===== config.mk =====
export PLATFORM = sky130hd
export DESIGN_NAME = top_n_smallest_selector_unit
export DESIGN_NICKNAME = d
export VERILOG_FILES = /design/src/rtl/core/tnss_pkg.sv /design/src/rtl/core/top_n_smallest_selector_unit.sv /design/src/rtl/core/tnss_ctrl.sv /design/src/rtl/core/tnss_datapath.sv
export SDC_FILE = /design/constraint.sdc
export NUM_CORES = 2
export LEC_CHECK = 0
export BUFFER_PORTS_ARGS = -buffer_cell sky130_fd_sc_hd__buf_2
export CORE_MARGIN = 2
export CORE_UTILIZATION = 60
export DETAILED_ROUTE_END_ITERATION = 6
export HOLD_SLACK_MARGIN = 0.1
export PLACE_DENSITY = 0.77
export SLEW_MARGIN = 30
export SYNTH_ARGS = -nofsm -noshare
export SYNTH_HDL_FRONTEND = slang
export SYNTH_SLANG_ARGS = --single-unit

===== constraint.sdc =====
create_clock -name clk -period 13.8 [get_ports clk]
set_input_delay 2.07 -clock clk [delete_from_list [all_inputs] [get_ports clk]]
set_output_delay 2.07 -clock clk [all_outputs]
set_load 0.02 [all_outputs]

===== src/rtl/core/tnss_pkg.sv =====
// Package for the top-N smallest selector: word types, config constants,
// controller states and the command/status structs between controller and datapath.
// No dependencies.
package tnss_pkg;

    localparam int KEEP_COUNT_W = 5;
    localparam logic [KEEP_COUNT_W-1:0] KEEP_COUNT_RESET = 5'd16;

    // Register index, taken from paddr[2]
    localparam logic REG_KEEP_COUNT = 1'b0;

    // Request codes
    localparam logic REQ_RECORD = 1'b0;
    localparam logic REQ_END    = 1'b1;

    typedef struct packed {
        logic        req_type;
        logic [63:0] sort_key;
        logic [31:0] record_tag;
    } req_word_t;

    typedef struct packed {
        logic [63:0] out_key;
        logic [31:0] out_tag;
        logic        out_valid;
        logic        out_last;
    } rsp_word_t;

    typedef enum logic [1:0] {
        ST_IDLE,
        ST_INSERT,
        ST_EMIT
    } tnss_state_t;

    typedef struct packed {
        logic load;    // latch the incoming word
        logic insert;  // insert latched record into the sorted store
        logic emit;    // emit the head entry and shift the store
    } tnss_cmd_t;

    typedef struct packed {
        logic emit_last;  // the entry emitted this cycle ends the group
    } tnss_status_t;

endpackage


===== src/rtl/core/top_n_smallest_selector_unit.sv =====
// Top level of the top-N smallest selector: APB config register, controller
// and datapath. Depends on tnss_pkg, tnss_ctrl, tnss_datapath.

// Keeps the keep_count smallest keys of a record stream (ties kept in arrival
// order, an equal key to the largest held is dropped) and on an end-of-group
// word emits them in ascending order, one result per cycle, the last flagged;
// an empty group gives one invalid result flagged last. A word is taken when
// start is high and busy is low. A record word is latched, then inserted in a
// step in which every store cell compares against the key and the list shifts
// open at the insertion point. An end-of-group word is latched, then takes one
// emit step per entry held, or one if the group is empty; each result is on
// rsp in the cycle after its emit step, with rsp_strobe high for one cycle,
// and cannot be stalled. keep_count is written over APB at byte address 0.
module top_n_smallest_selector_unit
    import tnss_pkg::*;
#(
    parameter int MAX_KEEP = 16,
    parameter int KEY_BITS = 64,
    parameter int TAG_BITS = 32
)
(
    input  logic        clk,
    input  logic        rst_n,
    input  logic        start,
    output logic        busy,
    input  req_word_t   req,
    output rsp_word_t   rsp,
    output logic        rsp_strobe,
    input  logic        psel,
    input  logic        penable,
    input  logic        pwrite,
    input  logic [2:0]  paddr,
    input  logic [31:0] pwdata,
    output logic [31:0] prdata,
    output logic        pready
);

    logic [KEEP_COUNT_W-1:0] keep_count_reg;
    logic                    reg_idx;
    tnss_cmd_t               cmd;
    tnss_status_t            status;

    assign pready  = 1'b1;
    assign reg_idx = paddr[2];

    always_ff @(posedge clk or negedge rst_n)
    begin
        if (!rst_n)
        begin
            keep_count_reg <= KEEP_COUNT_RESET;
        end
        else if (psel && penable && pwrite && pready && (reg_idx == REG_KEEP_COUNT))
        begin
            keep_count_reg <= pwdata[KEEP_COUNT_W-1:0];
        end
    end

    assign prdata = (reg_idx == REG_KEEP_COUNT) ? 32'(keep_count_reg) : '0;

    tnss_ctrl u_ctrl (
        .clk      (clk),
        .rst_n    (rst_n),
        .start    (start),
        .req_type (req.req_type),
        .status   (status),
        .cmd      (cmd),
        .busy     (busy)
    );

    tnss_datapath #(
        .MAX_KEEP (MAX_KEEP),
        .KEY_BITS (KEY_BITS),
        .TAG_BITS (TAG_BITS)
    ) u_datapath (
        .clk        (clk),
        .rst_n      (rst_n),
        .req        (req),
        .keep_count (keep_count_reg),
        .cmd        (cmd),
        .status     (status),
        .rsp        (rsp),
        .rsp_strobe (rsp_strobe)
    );

    // every accepted word makes the block busy in the next cycle
    a_accept_busy: assert property (@(posedge clk) disable iff (!rst_n)
        start && !busy |=> busy)
        else $error("busy not raised after accept");

    // results only come out of an emit step
    a_strobe_after_busy: assert property (@(posedge clk) disable iff (!rst_n)
        rsp_strobe |-> $past(busy))
        else $error("result strobe without emit step");

    // more results pending: still emitting
    a_not_last_busy: assert property (@(posedge clk) disable iff (!rst_n)
        rsp_strobe && !rsp.out_last |-> busy)
        else $error("group ended without last flag");

    // an empty-group result is always the last one
    a_invalid_last: assert property (@(posedge clk) disable iff (!rst_n)
        rsp_strobe && !rsp.out_valid |-> rsp.out_last)
        else $error("invalid result not flagged last");

endmodule


===== src/rtl/core/tnss_ctrl.sv =====
// Controller of the top-N smallest selector: sequences load, insert and emit.
// Depends on tnss_pkg.
module tnss_ctrl
    import tnss_pkg::*;
(
    input  logic         clk,
    input  logic         rst_n,
    input  logic         start,
    input  logic         req_type,
    input  tnss_status_t status,
    output tnss_cmd_t    cmd,
    output logic         busy
);

    tnss_state_t state_reg;
    tnss_state_t state_next;

    always_ff @(posedge clk or negedge rst_n)
    begin
        if (!rst_n)
        begin
            state_reg <= ST_IDLE;
        end
        else
        begin
            state_reg <= state_next;
        end
    end

    always_comb
    begin
        state_next = state_reg;
        cmd        = '0;
        busy       = 1'b1;
        unique case (state_reg)
            ST_IDLE:
            begin
                busy = 1'b0;
                if (start)
                begin
                    cmd.load   = 1'b1;
                    state_next = (req_type == REQ_END) ? ST_EMIT : ST_INSERT;
                end
            end
            ST_INSERT:
            begin
                cmd.insert = 1'b1;
                state_next = ST_IDLE;
            end
            ST_EMIT:
            begin
                cmd.emit = 1'b1;
                if (status.emit_last)
                begin
                    state_next = ST_IDLE;
                end
            end
            default:
            begin
                state_next = ST_IDLE;
            end
        endcase
    end

endmodule


===== src/rtl/core/tnss_datapath.sv =====
// Datapath of the top-N smallest selector: sorted insertion store, fill count
// and result register. Depends on tnss_pkg.
module tnss_datapath
    import tnss_pkg::*;
#(
    parameter int MAX_KEEP = 16,
    parameter int KEY_BITS = 64,
    parameter int TAG_BITS = 32
)
(
    input  logic                    clk,
    input  logic                    rst_n,
    input  req_word_t               req,
    input  logic [KEEP_COUNT_W-1:0] keep_count,
    input  tnss_cmd_t               cmd,
    output tnss_status_t            status,
    output rsp_word_t               rsp,
    output logic                    rsp_strobe
);

    localparam int CNT_W = $clog2(MAX_KEEP + 1);
    localparam int NW    = (CNT_W > KEEP_COUNT_W) ? CNT_W : KEEP_COUNT_W;
    localparam int TAG_W = (TAG_BITS < 32) ? TAG_BITS : 32;

    // Store cells, ascending by key, equal keys in arrival order
    logic [KEY_BITS-1:0] key_reg  [MAX_KEEP];
    logic [KEY_BITS-1:0] key_next [MAX_KEEP];
    logic [TAG_W-1:0]    tag_reg  [MAX_KEEP];
    logic [TAG_W-1:0]    tag_next [MAX_KEEP];

    logic [KEY_BITS-1:0] in_key_reg;
    logic [TAG_W-1:0]    in_tag_reg;
    logic [CNT_W-1:0]    fill_reg;
    logic [CNT_W-1:0]    fill_next;
    rsp_word_t           rsp_reg;
    rsp_word_t           rsp_next;
    logic                strobe_reg;

    logic [NW-1:0]       kc_ext;
    logic [NW-1:0]       n_eff;
    logic [CNT_W-1:0]    fill_eff;
    logic                full;
    logic                do_ins;
    logic [MAX_KEEP-1:0] valid;
    logic [MAX_KEEP-1:0] le;

    always_comb
    begin
        kc_ext = NW'(keep_count);
        priority if (kc_ext == '0)
        begin
            n_eff = NW'(1);
        end
        else if (kc_ext > NW'(MAX_KEEP))
        begin
            n_eff = NW'(MAX_KEEP);
        end
        else
        begin
            n_eff = kc_ext;
        end
        // a lowered keep_count drops the largest entries at once
        fill_eff = (NW'(fill_reg) > n_eff) ? CNT_W'(n_eff) : fill_reg;
        full     = (NW'(fill_eff) == n_eff);
    end

    // Per-cell compare: thermometer of entries that stay ahead of the new key
    always_comb
    begin
        for (int i = 0; i < MAX_KEEP; i++)
        begin
            valid[i] = (CNT_W'(i) < fill_eff);
            le[i]    = valid[i] && (key_reg[i] <= in_key_reg);
        end
        do_ins = !full || |(valid & ~le);
    end

    always_comb
    begin
        key_next  = key_reg;
        tag_next  = tag_reg;
        fill_next = fill_reg;
        rsp_next  = rsp_reg;
        if (cmd.insert)
        begin
            fill_next = fill_eff;
            if (do_ins)
            begin
                // head cell has nothing ahead of it: it takes the new word or stays
                if (!le[0])
                begin
                    key_next[0] = in_key_reg;
                    tag_next[0] = in_tag_reg;
                end
                for (int i = 1; i < MAX_KEEP; i++)
                begin
                    if (!le[i])
                    begin
                        if (le[i-1])
                        begin
                            key_next[i] = in_key_reg;
                            tag_next[i] = in_tag_reg;
                        end
                        else
                        begin
                            key_next[i] = key_reg[i-1];
                            tag_next[i] = tag_reg[i-1];
                        end
                    end
                end
                fill_next = full ? fill_eff : fill_eff + CNT_W'(1);
            end
        end
        else if (cmd.emit)
        begin
            if (fill_eff == '0)
            begin
                rsp_next.out_key   = '0;
                rsp_next.out_tag   = '0;
                rsp_next.out_valid = 1'b0;
                rsp_next.out_last  = 1'b1;
                fill_next          = '0;
            end
            else
            begin
                rsp_next.out_key   = 64'(key_reg[0]);
                rsp_next.out_tag   = 32'(tag_reg[0]);
                rsp_next.out_valid = 1'b1;
                rsp_next.out_last  = (fill_eff == CNT_W'(1));
                fill_next          = fill_eff - CNT_W'(1);
                for (int i = 0; i < MAX_KEEP - 1; i++)
                begin
                    key_next[i] = key_reg[i+1];
                    tag_next[i] = tag_reg[i+1];
                end
            end
        end
    end

    assign status.emit_last = (fill_eff <= CNT_W'(1));

    always_ff @(posedge clk)
    begin
        key_reg <= key_next;
        tag_reg <= tag_next;
        rsp_reg <= rsp_next;
        if (cmd.load)
        begin
            in_key_reg <= req.sort_key[KEY_BITS-1:0];
            in_tag_reg <= req.record_tag[TAG_W-1:0];
        end
    end

    always_ff @(posedge clk or negedge rst_n)
    begin
        if (!rst_n)
        begin
            fill_reg   <= '0;
            strobe_reg <= 1'b0;
        end
        else
        begin
            fill_reg   <= fill_next;
            strobe_reg <= cmd.emit;
        end
    end

    assign rsp        = rsp_reg;
    assign rsp_strobe = strobe_reg;

endmodule

Word level (Yosys, flattened, before mapping)
Cells that the tools add are included.
- bitwise logic cells: 5
- magnitude comparators: 35
- mux-type cells: 89
- equal/unequal tests: 23
- add/sub/neg operators: 2
- reductions and logical operators: 44
- operators by type and width (kind ; count):
    2-to-1 mux 960 bit ; 3
    2-to-1 mux 64 bit ; 31
    2-to-1 mux 480 bit ; 3
    <= comparator 64 bit ; 16
    2-to-1 mux 1024 bit ; 1
    2-to-1 mux 32 bit ; 31
    2-to-1 mux 512 bit ; 1
    AND reduction 4 bit ; 15
    2-to-1 mux 5 bit ; 9
    < comparator 4 x 5 -> 1 bit (first input constant) ; 8
    inequality test 2 bit (second input constant) ; 18
    < comparator 3 x 5 -> 1 bit (first input constant) ; 4
    logical AND 1 bit ; 19
    bitwise AND 16 bit ; 1
    inverter 16 bit ; 1
    OR reduction 16 bit ; 1
    zero test 5 bit ; 2
    < comparator 1 x 5 -> 1 bit (first input constant) ; 2
    < comparator 2 x 5 -> 1 bit (first input constant) ; 2
    2-to-1 mux 2 bit ; 4
    adder 5 x 1 -> 5 bit (second input constant) ; 1
    equality test 5 x 1 -> 1 bit (second input constant) ; 1
    equality test 5 bit ; 1
    > comparator 5 bit ; 1
    other kinds (15) ; 22
- register bits: 1743
- input port bits: 138
- output and inout port bits: 133

Depth between registers and ports, before layout
- depth after elaboration: 13
- depth in mapped cells: 20

Modules after synthesis
A second synthesis with hierarchy kept.
- cells, all modules: 9988
- area, all modules: 113968.1 µm²
- modules (own cells, without submodules) (module ; times used ; area each (µm²) ; cells an instance):
    tnss_datapath ; 1 ; 113388.7 ; 9932
    top_n_smallest_selector_unit ; 1 ; 467.9 ; 46
    tnss_ctrl ; 1 ; 111.4 ; 10

Worst setup path before layout
No wires, ideal clock.
- path kind: register -> register
- start point: reg keep_count_reg[4]
- end point: reg u_datapath.key_reg[576] (netlist name) (enable)
- period minus slack after synthesis: 11.274 ns
- stages on the path, launching flop included: 18
- path buffers: 4
- path slack: 2.526 ns
- arrival: 10.583 ns
- cells stage by stage: dfstp_2 -> clkbuf_1 -> nor2b_1 -> inv_1 -> ha_1 -> a211oi_1 -> o221ai_1 -> nand2_1 -> nor2_1 -> a21oi_1 -> inv_1 -> a31oi_1 -> or2_2 -> clkbuf_1 -> clkbuf_1 -> clkbuf_1 -> inv_1 -> o31ai_1
- word-level cells in the longest chain between the ends: 13
- elaborated cells on any way between the ends: 49
- those cells by class: order compare: 18; eq/ne: 4; mux: 3; bitwise: 2; reduce/logical: 22
- ends and longest elaborated chain (element ; RTL line ; source):
    start, declared ; top_n_smallest_selector_unit.sv:38 ; logic [KEEP_COUNT_W-1:0] keep_count_reg;
    start signal, assigned ; top_n_smallest_selector_unit.sv:54 ; keep_count_reg <= pwdata[KEEP_COUNT_W-1:0];
    > comparator 5 bit ; tnss_datapath.sv:54 ; else if (kc_ext > NW'(MAX_KEEP))
    2-to-1 mux 5 bit ; tnss_datapath.sv:54 ;
    2-to-1 mux 5 bit (*) ; tnss_datapath.sv:50 ; priority if (kc_ext == '0)
    > comparator 5 bit ; tnss_datapath.sv:63 ; fill_eff = (NW'(fill_reg) > n_eff) ? CNT_W'(n_eff) : fill_reg;
    2-to-1 mux 5 bit ; tnss_datapath.sv:63 ;
    < comparator 1 x 5 -> 1 bit (tied with other cells) ; tnss_datapath.sv:72 ; valid[i] = (CNT_W'(i) < fill_eff);
    logical AND 1 bit ; tnss_datapath.sv:73 ; le[i] = valid[i] && (key_reg[i] <= in_key_reg);
    inverter 16 bit ; tnss_datapath.sv:75 ; do_ins = !full || |(valid & ~le);
    bitwise AND 16 bit ; tnss_datapath.sv:75 ;
    OR reduction 16 bit ; tnss_datapath.sv:75 ;
    logical OR 1 bit ; tnss_datapath.sv:75 ;
    inequality test 2 x 1 -> 1 bit (no line) ; - ;
    AND reduction 4 bit (no line) (*) ; - ;
    end signal, assigned ; tnss_datapath.sv:144 ; key_reg <= key_next;
    end, declared ; tnss_datapath.sv:26 ; logic [KEY_BITS-1:0] key_reg [MAX_KEEP];
Mark *: on every way between the ends. The rest lies on a longest branch, timed or not.
A chain may end at the register's enable or synchronous reset.

==> results.rst <==
.. list-table::
   :header-rows: 1

   * - Metric
     - Value
   * - Commonest register cell after synthesis
     - edfxtp_1
   * - Total global routing overflow
     - 0
   * - Synthesized netlist cell count
     - 10.7k
   * - Initial core utilization
     - 60.3%
   * - Critical path fanouts, max
     - 193
   * - Routed length per placed instance
     - 26.8 µm
   * - Number of setup violations in the final report
     - 0
   * - H-Tree Depth
     - 4
   * - Wire length of the first global-routing pass
     - 519000 µm
   * - Yosys reg bits
     - 1743
   * - Global router's overall resource usage
     - 37.4%
   * - Result of the run
     - finished with violations
   * - Antenna violations before repair
     - 11
   * - Yosys top cell by area
     - edfxtp_1
   * - Routed vias
     - 88.4k
   * - Standard cell core area
     - 178000 µm²
   * - Number of warning messages in the yosys log
     - 0
   * - Root cell of the clock tree
     - clkbuf_16
   * - Pin count of the biggest net entering global routing
     - 235
   * - Most used routing layer in global routing
     - met2
   * - Reg-to-Reg End
     - u_datapath.key_reg[1006]
   * - Final nets
     - 11.8k
   * - CTS tree
     - done
   * - Slew Viols, Final
     - 0
   * - Layout cell share with drive strength beyond 1
     - 6.86%
   * - Unrepaired setup endpoints after global routing
     - false
   * - Min-Delay Path Depth
     - 1
   * - GR Layer Usage met3
     - 8.17%
   * - Share of the synthesized area in the top cell type
     - 48.4%
   * - EDFF count, synth
     - 1730
   * - Total number of placement rows
     - 155
   * - Final-layout setup total negative slack
     - 0 ns
   * - Die footprint
     - 182000 µm²
   * - DP HPWL
     - 228000 µm
   * - Kind of start point of the critical path
     - flop
   * - Area growth from synthesis to layout
     - 8.65%
   * - Netlist area before placement
     - 107000 µm²
   * - Number of buffers added on ports
     - 213
   * - Endpoint of the worst hold-timing path
     - u_datapath.rsp[32]
   * - Tightest Hold Check Type
     - flop to flop
   * - Number of max-cap violations
     - 0
   * - Antenna violation net count after detailed routing
     - 0
   * - Via count of the first global-routing pass
     - 84.9k
   * - Height of the die
     - 427 µm
   * - Clock Skews
     - 0.0634 ns
   * - Average footprint of a synthesized cell
     - 10.0 µm²
   * - WP data arrival
     - 9.60 ns
   * - Worst reg-to-reg path cell count
     - 18
   * - Post-cts resize count
     - 0
   * - Max reg flops
     - 1024
   * - Min Clock Period, post-route
     - 9.04 ns
   * - Slew @ Worst Pin
     - 1.20 ns
   * - Area of all placed cells without fillers
     - 117000 µm²
   * - Share of synthesized registers carrying an async set or reset
     - 0.746%
   * - Worst setup path category
     - flop to flop
   * - Final weighted congestion in routability-driven placement
     - 0.983
   * - Met1 usage
     - 48.5%
   * - Starting DRC count in detailed routing
     - 12.5k
   * - Top cells by area, synth
     - edfxtp_1 48%, ha_1 12%, o22ai_1 8.4%, a21oi_1 5.6%, inv_1 5.5%
   * - Register clock-pin slew on the reported worst setup and hold paths
     - 0.07 ns
   * - Placed cell area
     - 110000 µm²
   * - Max_slew headroom
     - 19.5%
   * - Die X
     - 427 µm
   * - Worst flop-to-flop path startpoint
     - u_datapath.in_key_reg[59]
   * - Number of vias per cell
     - 6.74
   * - CP Capture Type
     - flop
   * - Total Wirelength
     - 351000 µm
   * - Endpoint required time on the critical path
     - 14.36 ns
   * - Routing usage on met2
     - 56.9%
   * - Startpoint of the tightest hold check path
     - u_datapath.tag_reg[510]
   * - Router iterations before antenna repair
     - 7
   * - Remaining DRCs
     - 1
   * - Max Fclk
     - 111 MHz
   * - Fillers
     - 13.6k
   * - Buffers inserted by post-CTS timing repair
     - 0
   * - Final number of hold-violating endpoints
     - 0
   * - Share of the clock period used by the worst path
     - 65.5%
   * - CTS sink count
     - 1743
   * - Number of distinct library cells after synthesis
     - 72
   * - Clock latency on the worst-skew pair
     - 0.89 ns
   * - Setup slack of the most critical reg-to-reg path
     - 4.76 ns
   * - Deepest clock path buffer count
     - 3
   * - Sequential element share of the synthesized area
     - 48.7%
   * - Num ports
     - 271
   * - Number of buffers inserted for hold repair after clock tree synthesis
     - 0
   * - TritonCTS Buffers
     - 191
   * - Violations in the final reports
     - DRC
layout by cell type (no fill, tap or decap), types with 148 or more instances in the layout:
master	netlist	routed
edfxtp_1	1730	1730
o21ai_0	238	236
o22ai_1	1444	1444
inv_1	1573	1569
nand2_1	343	341
ha_1	1036	1034
clkbuf_16	0	191
a21oi_1	1201	1196
nand4_1	212	212
mux2i_1	579	579
buf_2	60	216
nor2_1	864	862
buf_4	119	148
logic make-up (layout without fill, tap and decap cells):
group | after synthesis | in the layout | synth area share, %
flops | 1743 | 1743 | 48.7
buf+inv | 2296 | 2323 | 8.57
other cells | 2 | 37 | 0.00699
simple gates | 1839 | 1839 | 7.81
mux | 587 | 587 | 5.48
compound gates | 3187 | 3187 | 17.4
fa+ha+maj | 1036 | 1036 | 12.1
xor+xnor | 6 | 6 | 0.0489
cell usage after synthesis (5+ instances only):
library cell     n
buf_4          119
or4_1           16
clkbuf_1       509
o22ai_1       1444
nor3_1          46
a21boi_0        13
or2_2            5
o21ai_0        238
and2_1         101
ha_1          1036
buf_2           60
and4_1          23
xnor2_1          5
and3_1           6
buf_1           25
nand3_1        112
nand4_1        212
nor4_1          46
o21a_1           7
a21oi_1       1201
a22oi_1          5
inv_1         1573
dfrtp_1         12
buf_6            9
a2111oi_0       15
mux2i_1        579
mux2_2           8
o31ai_1         24
a221o_1         18
a211oi_1        44
nor2b_1         38
o211ai_1        28
or3_1            5
o21bai_1         6
nor2_1         864
nand2_1        343
edfxtp_1      1730
a221oi_1        25
a31oi_1         14
a21o_1          77
stage by stage:
stage	hold WS (ns)	std cells	util, %	worst slack (ns)
after global routing	0.579	13104	65.5	4.74
after floorplan	0.489	10722	-	2.53
after detailed placement	0.541	12746	61.9	5.37
after CTS	0.556	13096	65.4	5.30
after global placement	0.539	12744	61.8	5.47
final	0.551	13113	65.5	4.76
worst max-delay path by stage:
stage                                          from                  endpoint  cells past startpoint  slack, ns
after global placement    u_datapath.in_key_reg[59]   u_datapath.key_reg[685]                     17       5.47
after CTS                 u_datapath.in_key_reg[59]  u_datapath.key_reg[1006]                     17       5.30
final                     u_datapath.in_key_reg[59]  u_datapath.key_reg[1006]                     18       4.76
after global routing      u_datapath.in_key_reg[59]   u_datapath.key_reg[493]                     18       4.74
after floorplan                   keep_count_reg[4]   u_datapath.key_reg[576]                     17       2.53
after detailed placement  u_datapath.in_key_reg[59]   u_datapath.key_reg[558]                     17       5.37
per-layer routing:
layer	routed length, µm	part of all wire (%)
met2	155000	44
met5	75	0.021
met3	39200	11
met4	25100	7.1
met1	131000	37
worst max-delay path: stages, from the launching register on:
cell and delay [ns]:
edfxtp_1 0.72, clkinv_1 0.96, ha_1 0.65, nand4_1 0.30, or4_1 0.57, nor4b_1 0.12, buf_4 0.23, nor3b_1 0.18
a2111oi_4 0.73, o211ai_1 0.31, a22oi_1 0.27, o211ai_1 0.11, or4_1 0.46, o31ai_4 0.26, buf_4 0.70, buf_12 0.45
buf_16 0.47, buf_12 0.63, o22ai_1 0.23
layout make-up:
class / instances / area (µm²) / share of cell area, %
flip-flops and latches: 1743 / 52300 / 44.8
well taps: 2355 / 2950 / 2.52
repair buffers: 399 / 2800 / 2.40
clock inverters: 112 / 1210 / 1.04
clock buffers: 238 / 5010 / 4.29
diodes: 9 / 22.5 / 0.0193
inverters: 1574 / 5910 / 5.06
multi-input cells: 6683 / 46600 / 39.9
Power is left out: the tool's default activity adds up to more than one toggle a clock period on the data nets, which glitch-free logic cannot reach.
